`src/hdl/dqkr_ram.sv`:
```
// generic single-write, single-read ram with registered read data
module dqkr_ram #(
    parameter int WIDTH = 8,
    parameter int DEPTH = 16
) (
    input  logic                     i_clk,
    input  logic                     i_we,
    input  logic [$clog2(DEPTH)-1:0] i_waddr,
    input  logic [WIDTH-1:0]         i_wdata,
    input  logic [$clog2(DEPTH)-1:0] i_raddr,
    output logic [WIDTH-1:0]         o_rdata
);

    logic [WIDTH-1:0] r_mem [DEPTH];
    logic [WIDTH-1:0] r_rdata;

    always_ff @(posedge i_clk) begin
        if (i_we) begin
            r_mem[i_waddr] <= i_wdata;
        end
        r_rdata <= r_mem[i_raddr];
    end

    assign o_rdata = r_rdata;

endmodule

```
`config.mk`:
```
export PLATFORM = sky130hd
export DESIGN_NAME = dqkr_ram
export DESIGN_NICKNAME = d
export VERILOG_FILES = /design/src/hdl/dqkr_ram.sv
export SDC_FILE = /design/constraint.sdc
export NUM_CORES = 1
export LEC_CHECK = 0
export ABC_AREA = 0
export BUFFER_PORTS_ARGS = -buffer_cell sky130_fd_sc_hd__buf_2
export CAP_MARGIN = 20
export CORE_MARGIN = 2
export CORE_UTILIZATION = 30
export CTS_BUF_LIST = sky130_fd_sc_hd__clkbuf_16
export CTS_CLUSTER_SIZE = 10
export DETAILED_ROUTE_END_ITERATION = 16
export PLACE_DENSITY = 0.46
export SYNTH_ARGS = -nofsm -noshare
export SYNTH_HDL_FRONTEND = slang
export SYNTH_SLANG_ARGS = --single-unit
```
`constraint.sdc`:
```
create_clock -name i_clk -period 1.9 [get_ports i_clk]
set_clock_uncertainty 0.2 [all_clocks]
set_input_delay 0.19 -clock i_clk [delete_from_list [all_inputs] [get_ports i_clk]]
set_output_delay 0.19 -clock i_clk [all_outputs]
set_load 0.1 [all_outputs]
```
==> results.txt <==
----------------------------------------------------
[Place]
  Sum of net half-perimeters after detailed placement ... 7100 µm
  Placer's final routability congestion estimate ... 0.807
  Input/output buffers ... 25
  Number of placed cells counting well taps ... 487

[Clocking]
  TritonCTS clock tree ... done
  Clock input transition at the sequential cells of the worst setup and hold paths ... 0.05 ns
  Number of buffers added by the clock tree synthesis step ... 17
  TritonCTS Sinks ... 136
  Number of setup buffers added after CTS ... 0
  Cts-stage hold buffer count ... 8
  Clock buffer depth ... 2
  Library cell used as clock root buffer ... clkbuf_16
  Number of H-tree levels ... 4
  Insertion delay to the later sink of the worst-skew pair ... 0.41 ns
  Number of gates resized after CTS ... 0

[Flow run]
  MaxCap Viol Count ... 0

[Yosys]
  Synthesized netlist cell count ... 229
  Share of the yosys chip area belonging to registers ... 77.8%
  Number of synthesized register bits ... 136
  Post-Syn Area ... 0.00515 mm²
  Total number of yosys warnings ... 0
  Synthesized Nets ... 247
  Post-synthesis cell type count ... 19
  Mean cell area of the mapped netlist ... 22.5 µm²

[Global routing]
  Antenna violations before repair ... 0
  Vias in the first global route ... 2642
  Aggregate global routing overflow ... 0
  Gr usage total ... 13.1%
  First-pass GRT wire length ... 16500 µm
  Largest net degree at the start of global routing ... 33

[Run status]
  Status ... completed

[Setup path]
  Data required time at the worst endpoint ... 1.51 ns
  CP Cell Sequence ... buf_2
  CP Max Fanout ... 1
  R2R Path Start ... r_mem[5][1]
  Startpoint types ... flop
  Largest delay share family, worst path ... buffers and inverters
  Number of buffers and inverters on the critical path ... 1
  Worst Path Arrival ... 1.24 ns
  Crit path launch ... o_rdata[6]
  Element type at the critical path end ... output pin
  Slowest stage cell on the critical path ... buf_2
  Crit path largest cell delay ... 0.46 ns
  Setup CP Type ... flop to output pin

[Timing]
  Clock period minus worst slack ... 1.63 ns
  Count of pins over their slew limit ... 0
  Normalized max-slew margin ... 49.6%
  Worst-Margin Slew ... 0.754 ns
  Timing-limited maximum frequency ... 614 MHz
  Period utilisation layout ... 85.7%
  Final number of setup-violating endpoints ... 0
  Post-route setup TNS ... 0 ns
  Final-layout worst hold slack ... 0.139 ns
  Count of final hold-check violations ... 0
  RSZ-0062 raised after global routing ... no

[Power]
  Max rail drop VDD ... 0.620 mV
  Power density of the placed cells ... 1120 mW/mm²
  Pleak ... 2.15 nW

[Drt]
  Final routed wire length divided by cell count ... 20.7 µm
  Drt first pass iters ... 4
  Number of remaining DRC errors ... 0
  Via count of the routed design ... 2445
  Final wirelength ... 10900 µm
  Number of antenna-violating nets in the routed design ... 0
  Via density per instance ... 4.64
  First-iteration detailed-routing DRC count ... 197

[Final layout]
  Most common cell after layout, fill and taps aside ... edfxtp_1
  Layout cells sized above 1 ... 30.6%
  Commonest cells after routing, fill and taps aside ... edfxtp_1, buf_2, buf_4
  Antenna diodes ... 0
  Fillers ... 1526
  Total area of multi-input combinational cells ... 0.00106 mm²
  Fin cells ... 527
  Synth-to-Final Area Change ... 22.9%
  Area taken by flip-flops and latches ... 0.00400 mm²
  Net total in the final layout ... 312

[Die]
  Horizontal extent of the die ... 135 µm
  Row Count ... 47
  Die Span Y ... 135 µm
  Starting Density ... 30.8%
  Die Outline Area ... 0.0182 mm²
  Area inside the core boundary ... 0.0167 mm²
  I/O pin count ... 26

[Min path]
  Startpoint of the most critical hold path ... i_waddr[0]
  Type of the worst min-delay path ... primary input to flop

----------------------------------------------------
## registers in the layout, summed over array words and instances (netlist names)
signal,count
r_mem,128
o_rdata,8
## cells in the mapped netlist
library cell / count / area [µm²]
a22oi_1: 16 / 120
and2_1: 1 / 6.26
and2b_1: 1 / 7.51
buf_2: 3 / 15.0
buf_4: 1 / 7.51
buf_6: 3 / 33.8
clkdlybuf4s25_2: 3 / 30.0
dfxtp_1: 8 / 160
edfxtp_1: 128 / 3840
mux4_1: 14 / 368
mux4_2: 18 / 405
nand2_1: 9 / 33.8
nand2b_1: 2 / 12.5
nand3_1: 1 / 5.00
nand3b_1: 2 / 15.0
nor2_1: 13 / 48.8
nor2b_1: 1 / 6.26
nor3_1: 4 / 20.0
or3b_2: 1 / 8.76
## metal layers
layer / vias up / global-route usage, % / share of wire [%]
met5: - / 0 / 0
li1: 1106 / - / -
met2: 59 / 20.9 / 49
met3: 17 / 3.57 / 4.0
met4: 0 / 6.60 / 2.3
met1: 1263 / 16.6 / 45
## cell type report
class | instances | area share (%)
sequential | 136 | 63.3
multi-input combinational | 83 | 16.7
timing repair buffer | 56 | 6.37
clock buffer | 17 | 6.72
tap | 220 | 4.35
clock inverter | 15 | 2.59
## report_power, final
part / internal (mW) / switching (mW) / total, mW
logic: 0.150 / 0.329 / 0.479
registers: 3.36 / 0.0212 / 3.38
clock network: 2.04 / 1.18 / 3.22
## cells by family (layout without fill, tap and decap cells)
group / after synthesis / count (layout) / share of synthesized area (%)
AND/OR/NAND/NOR: 35 / 35 / 3.18
AO/OA/AOI/OAI: 16 / 16 / 2.33
buffers and inverters: 10 / 88 / 1.68
multiplexers: 32 / 32 / 15.0
flip-flops: 136 / 136 / 77.8
## worst paths after layout
path	depth (start not counted)	slack, ns	to
setup / recovery	1	0.27	o_rdata[6]
hold / removal	3	0.14	r_mem[4][4]
setup reg to reg	3	0.31	o_rdata[1]
hold reg to reg	3	0.48	o_rdata[7]
## stage by stage
stage | power (mW) | util, % | area (µm²) | worst slack, ns
after floorplan | 3.75 | - | 5150 | 0.0171
after global placement | 3.91 | 33.9 | 5660 | -0.0581
after detailed placement | 3.92 | 33.9 | 5660 | -0.0766
after CTS | 7.19 | 37.9 | 6330 | 0.237
after global routing | 7.34 | 37.9 | 6330 | 0.228
final | 7.08 | 37.9 | 6330 | 0.272
No activity file was read; power rests on OpenSTA's default activity.
