## src/hdl/dqkr_pkg.sv

```systemverilog
// shared widths, codes and defaults for the keyed-removal deque
package dqkr_pkg;

    localparam int KEY_W        = 64;
    localparam int PAY_W        = 32;
    localparam int OCC_W        = 8;
    localparam int DEF_CAPACITY = 128;

    typedef enum logic [1:0] {
        CMD_PUSH_TAIL = 2'd0,
        CMD_PUSH_HEAD = 2'd1,
        CMD_POP_HEAD  = 2'd2,
        CMD_REMOVE    = 2'd3
    } t_cmd;

    typedef enum logic [1:0] {
        ST_OK        = 2'd0,
        ST_FULL      = 2'd1,
        ST_EMPTY     = 2'd2,
        ST_NOT_FOUND = 2'd3
    } t_status;

endpackage

```

## src/hdl/dqkr_key_match.sv

```systemverilog
// case-insensitive compare of two eight-byte text keys
module dqkr_key_match
    import dqkr_pkg::*;
(
    input  logic [KEY_W-1:0] i_a,
    input  logic [KEY_W-1:0] i_b,
    output logic             o_match
);

    localparam int NBYTES = KEY_W / 8;

    function automatic logic [7:0] f_fold(input logic [7:0] c);
        if (c >= 8'h41 && c <= 8'h5A) begin
            return c + 8'h20;
        end
        return c;
    endfunction

    logic [NBYTES-1:0] w_eq;
    logic [NBYTES-1:0] w_zero;

    always_comb begin
        for (int i = 0; i < NBYTES; i++) begin
            w_eq[i]   = f_fold(i_a[8*i +: 8]) == f_fold(i_b[8*i +: 8]);
            w_zero[i] = f_fold(i_a[8*i +: 8]) == 8'h00;
        end
    end

    // first unequal byte fails, first equal nul byte ends the text
    always_comb begin
        logic done;
        done    = 1'b0;
        o_match = 1'b1;
        for (int i = 0; i < NBYTES; i++) begin
            if (!done) begin
                if (!w_eq[i]) begin
                    o_match = 1'b0;
                    done    = 1'b1;
                end else if (w_zero[i]) begin
                    done = 1'b1;
                end
            end
        end
    end

endmodule

```

## config.mk

```make
export PLATFORM = sky130hd
export DESIGN_NAME = dqkr_key_match
export DESIGN_NICKNAME = d
export VERILOG_FILES = /design/src/hdl/dqkr_pkg.sv /design/src/hdl/dqkr_key_match.sv
export SDC_FILE = /design/constraint.sdc
export NUM_CORES = 1
export LEC_CHECK = 0
export ABC_AREA = 1
export BUFFER_PORTS_ARGS = -buffer_cell sky130_fd_sc_hd__buf_2
export CORE_MARGIN = 2
export CORE_UTILIZATION = 49
export DETAILED_ROUTE_END_ITERATION = 10
export PLACE_DENSITY = 0.86
export SYNTH_ARGS = -nofsm -noshare
export SYNTH_HDL_FRONTEND = slang
export SYNTH_SLANG_ARGS = --single-unit
export TNS_END_PERCENT = 30
```

## constraint.sdc

```tcl
create_clock -name vclk -period 2.2
set_clock_uncertainty 0.15 [all_clocks]
set_input_delay 0.33 -clock vclk [all_inputs]
set_output_delay 0.33 -clock vclk [all_outputs]
set_load 0.1 [all_outputs]
```

==> run metrics <==
outcome complete, but fails checks; failing checks negative setup slack; worst vdd ir 0.000103 V; Crit Path Category in2out; # hold bufs at CTS 0; starting DRC count in detailed routing 112; Pwr Total 0.615 mW; CP endpoint kind output pin; Cell Rows 25; CP Launch Type primary input; GRT overflow 0; HPWL after DPL 6850 um; HP Class in2out; CP max stage cell buf_12; max incr delay on CP 190 ps; remaining antenna violation count 0; Max Cap Viol 0; setup TNS -374 ps; Area growth syn-to-layout 54.8%; Cells after Synth 475; multi-input combinational cell area 2230 um^2; FILL cells 397; IO Count 129; worst path arrival time 2090 ps; die boundary width 75.2 um; initial antenna violation count 0; DR pass1 iterations 4; Peak Freq 388 MHz; CP most frequent cell nand2_1; worst endpoint required time 1720 ps; Commonest cells post-synth 113 x nand2_1, 86 x inv_1, 63 x nor2_1; Synth Cell Area 2480 um^2; Core ar. 4820 um^2; PnR worst setup slack -374 ps; Seq Cell Count 0; Cell Pwr Density 160 nW/um^2; share of cells above drive strength 1 0.358; RePlAce Congestion 0.864; Layout Nets 820; final setup vio count 1; syn_nets 619; RSZ-0062 raised after global routing true; sequential area share after synthesis 0; Synth warnings 0; Seq. cell area 0 um^2; Die Y-Extent 75.2 um; CP max FO 3; crit-path cells buf_2, nor2_2, nand4_1, o21ai_1, o21ai_2, nand3_2, nand2_1, nand2_1, nand2_1, nor2_1, nand3_1, nor2_4, nand2_1, nand2_1, nand2_2, a21oi_4, buf_12; Routed WL 7910 um; Cell variety after synth 36; vias in the first global route 3374; largest cells by area after synthesis nand2_1 17%, inv_1 13%, nor2_1 9.5%; Setup WS pre-CTS -370 ps; most frequent cell after synthesis nand2_1; Worst path top cell family by delay simple AND/OR/NAND/NOR gates; top-area cell type share of the netlist area 0.171; Total Routing Usage GR 0.263; syn avg cell area 5.22 um^2; Initial Util 0.515; fin. max-slew vios 0; die footprint 5650 um^2; wire per inst 10.7 um; antenna fix cells 0; via count 3681; worst slew pin tran 335 ps; global-route wire length before repair 12600 um; Fin. Hold Viols 0; Relative slew margins 0.775; period utilization 1.17; final worst path period need 2570 ps; clock buffers 0; Via density 4.97; Port Buf Inserts 129; WP buf/inv 2; Leak 2.17 nW; DR DRC count 0; Yosys top cell by area nand2_1; largest net degree at the start of global routing 6
==> logic make-up after synthesis <==
kind of cell	after synthesis	share of synthesized area
buffers and inverters	90	0.136
AOI/OAI and AO/OA	45	0.112
adders and majority gates	16	0.0807
and+or+nand+nor	287	0.540
xor gates and xnor gates	37	0.131
==> final cells by class <==
| cell class | count | share of cell area |
|---|---|---|
| multi-input cells | 385 | 0.581 |
| repair buffers | 199 | 0.309 |
| inverters | 90 | 0.0879 |
| well taps | 67 | 0.0218 |
==> where the power goes <==
| group | internal (mW) | switching (mW) | total (mW) |
|---|---|---|---|
| Sequential | 0 | 0 | 0 |
| Clock | 0 | 0 | 0 |
| Combinational | 0.303 | 0.312 | 0.615 |
| Total | 0.303 | 0.312 | 0.615 |
==> final timing paths <==
path,startpoint,end,slack (ps),depth (start not counted)
max,i_a[33],o_match,-370,17
min,i_a[21],o_match,1170,6
==> worst min-delay path, stage by stage <==
cell,delay [ps]
buf_2,110
buf_4,110
nor4_1,50
nor2_2,140
a21oi_4,80
buf_12,160
==> stage by stage <==
step / instances / utilization / hold slack, ps / cell area (um^2)
floorplan: 475 / - / 891 / 2520
global placement: 738 / 0.782 / 1180 / 3770
detailed placement: 738 / 0.782 / 1180 / 3770
CTS: 741 / 0.792 / 1160 / 3810
global route: 741 / 0.797 / 1190 / 3840
finish: 741 / 0.797 / 1170 / 3840
==> cell usage in the layout, fill, tap and decap left out, types with 2 or more instances in the layout <==
cell type | netlist | layout
a21oi_1 | 6 | 6
a221oi_1 | 2 | 2
buf_2 | 0 | 128
buf_4 | 0 | 70
ha_1 | 16 | 14
ha_4 | 0 | 2
inv_1 | 86 | 86
inv_2 | 4 | 4
nand2_1 | 113 | 111
nand2_2 | 1 | 3
nand3_1 | 45 | 42
nand3_2 | 4 | 7
nand3b_1 | 2 | 2
nand4_1 | 15 | 15
nor2_1 | 63 | 58
nor2_2 | 5 | 8
nor2_4 | 4 | 6
nor3_1 | 17 | 16
nor4_1 | 6 | 5
o21ai_0 | 14 | 11
o21ai_1 | 6 | 8
o21ai_2 | 1 | 2
o21bai_1 | 10 | 10
or2_1 | 2 | 2
or2_2 | 4 | 4
xnor2_1 | 17 | 17
xor2_1 | 20 | 20
==> layer usage <==
metal	share of wire	up-vias	track usage
met3	0.041	20	0.00937
met4	0.019	0	0.0526
li1	-	1929	-
met1	0.42	1617	0.306
met5	0	-	0
met2	0.52	115	0.528
==> timing repair <==
action / CTS / global route
buffers inserted: 3 / 0
pin swaps: 6 / 1
setup endpoints to repair: 1 / 1
cloned: 0 / 0
resized for setup: 8 / 8
Note: power is estimated with default switching activity, not from simulation.
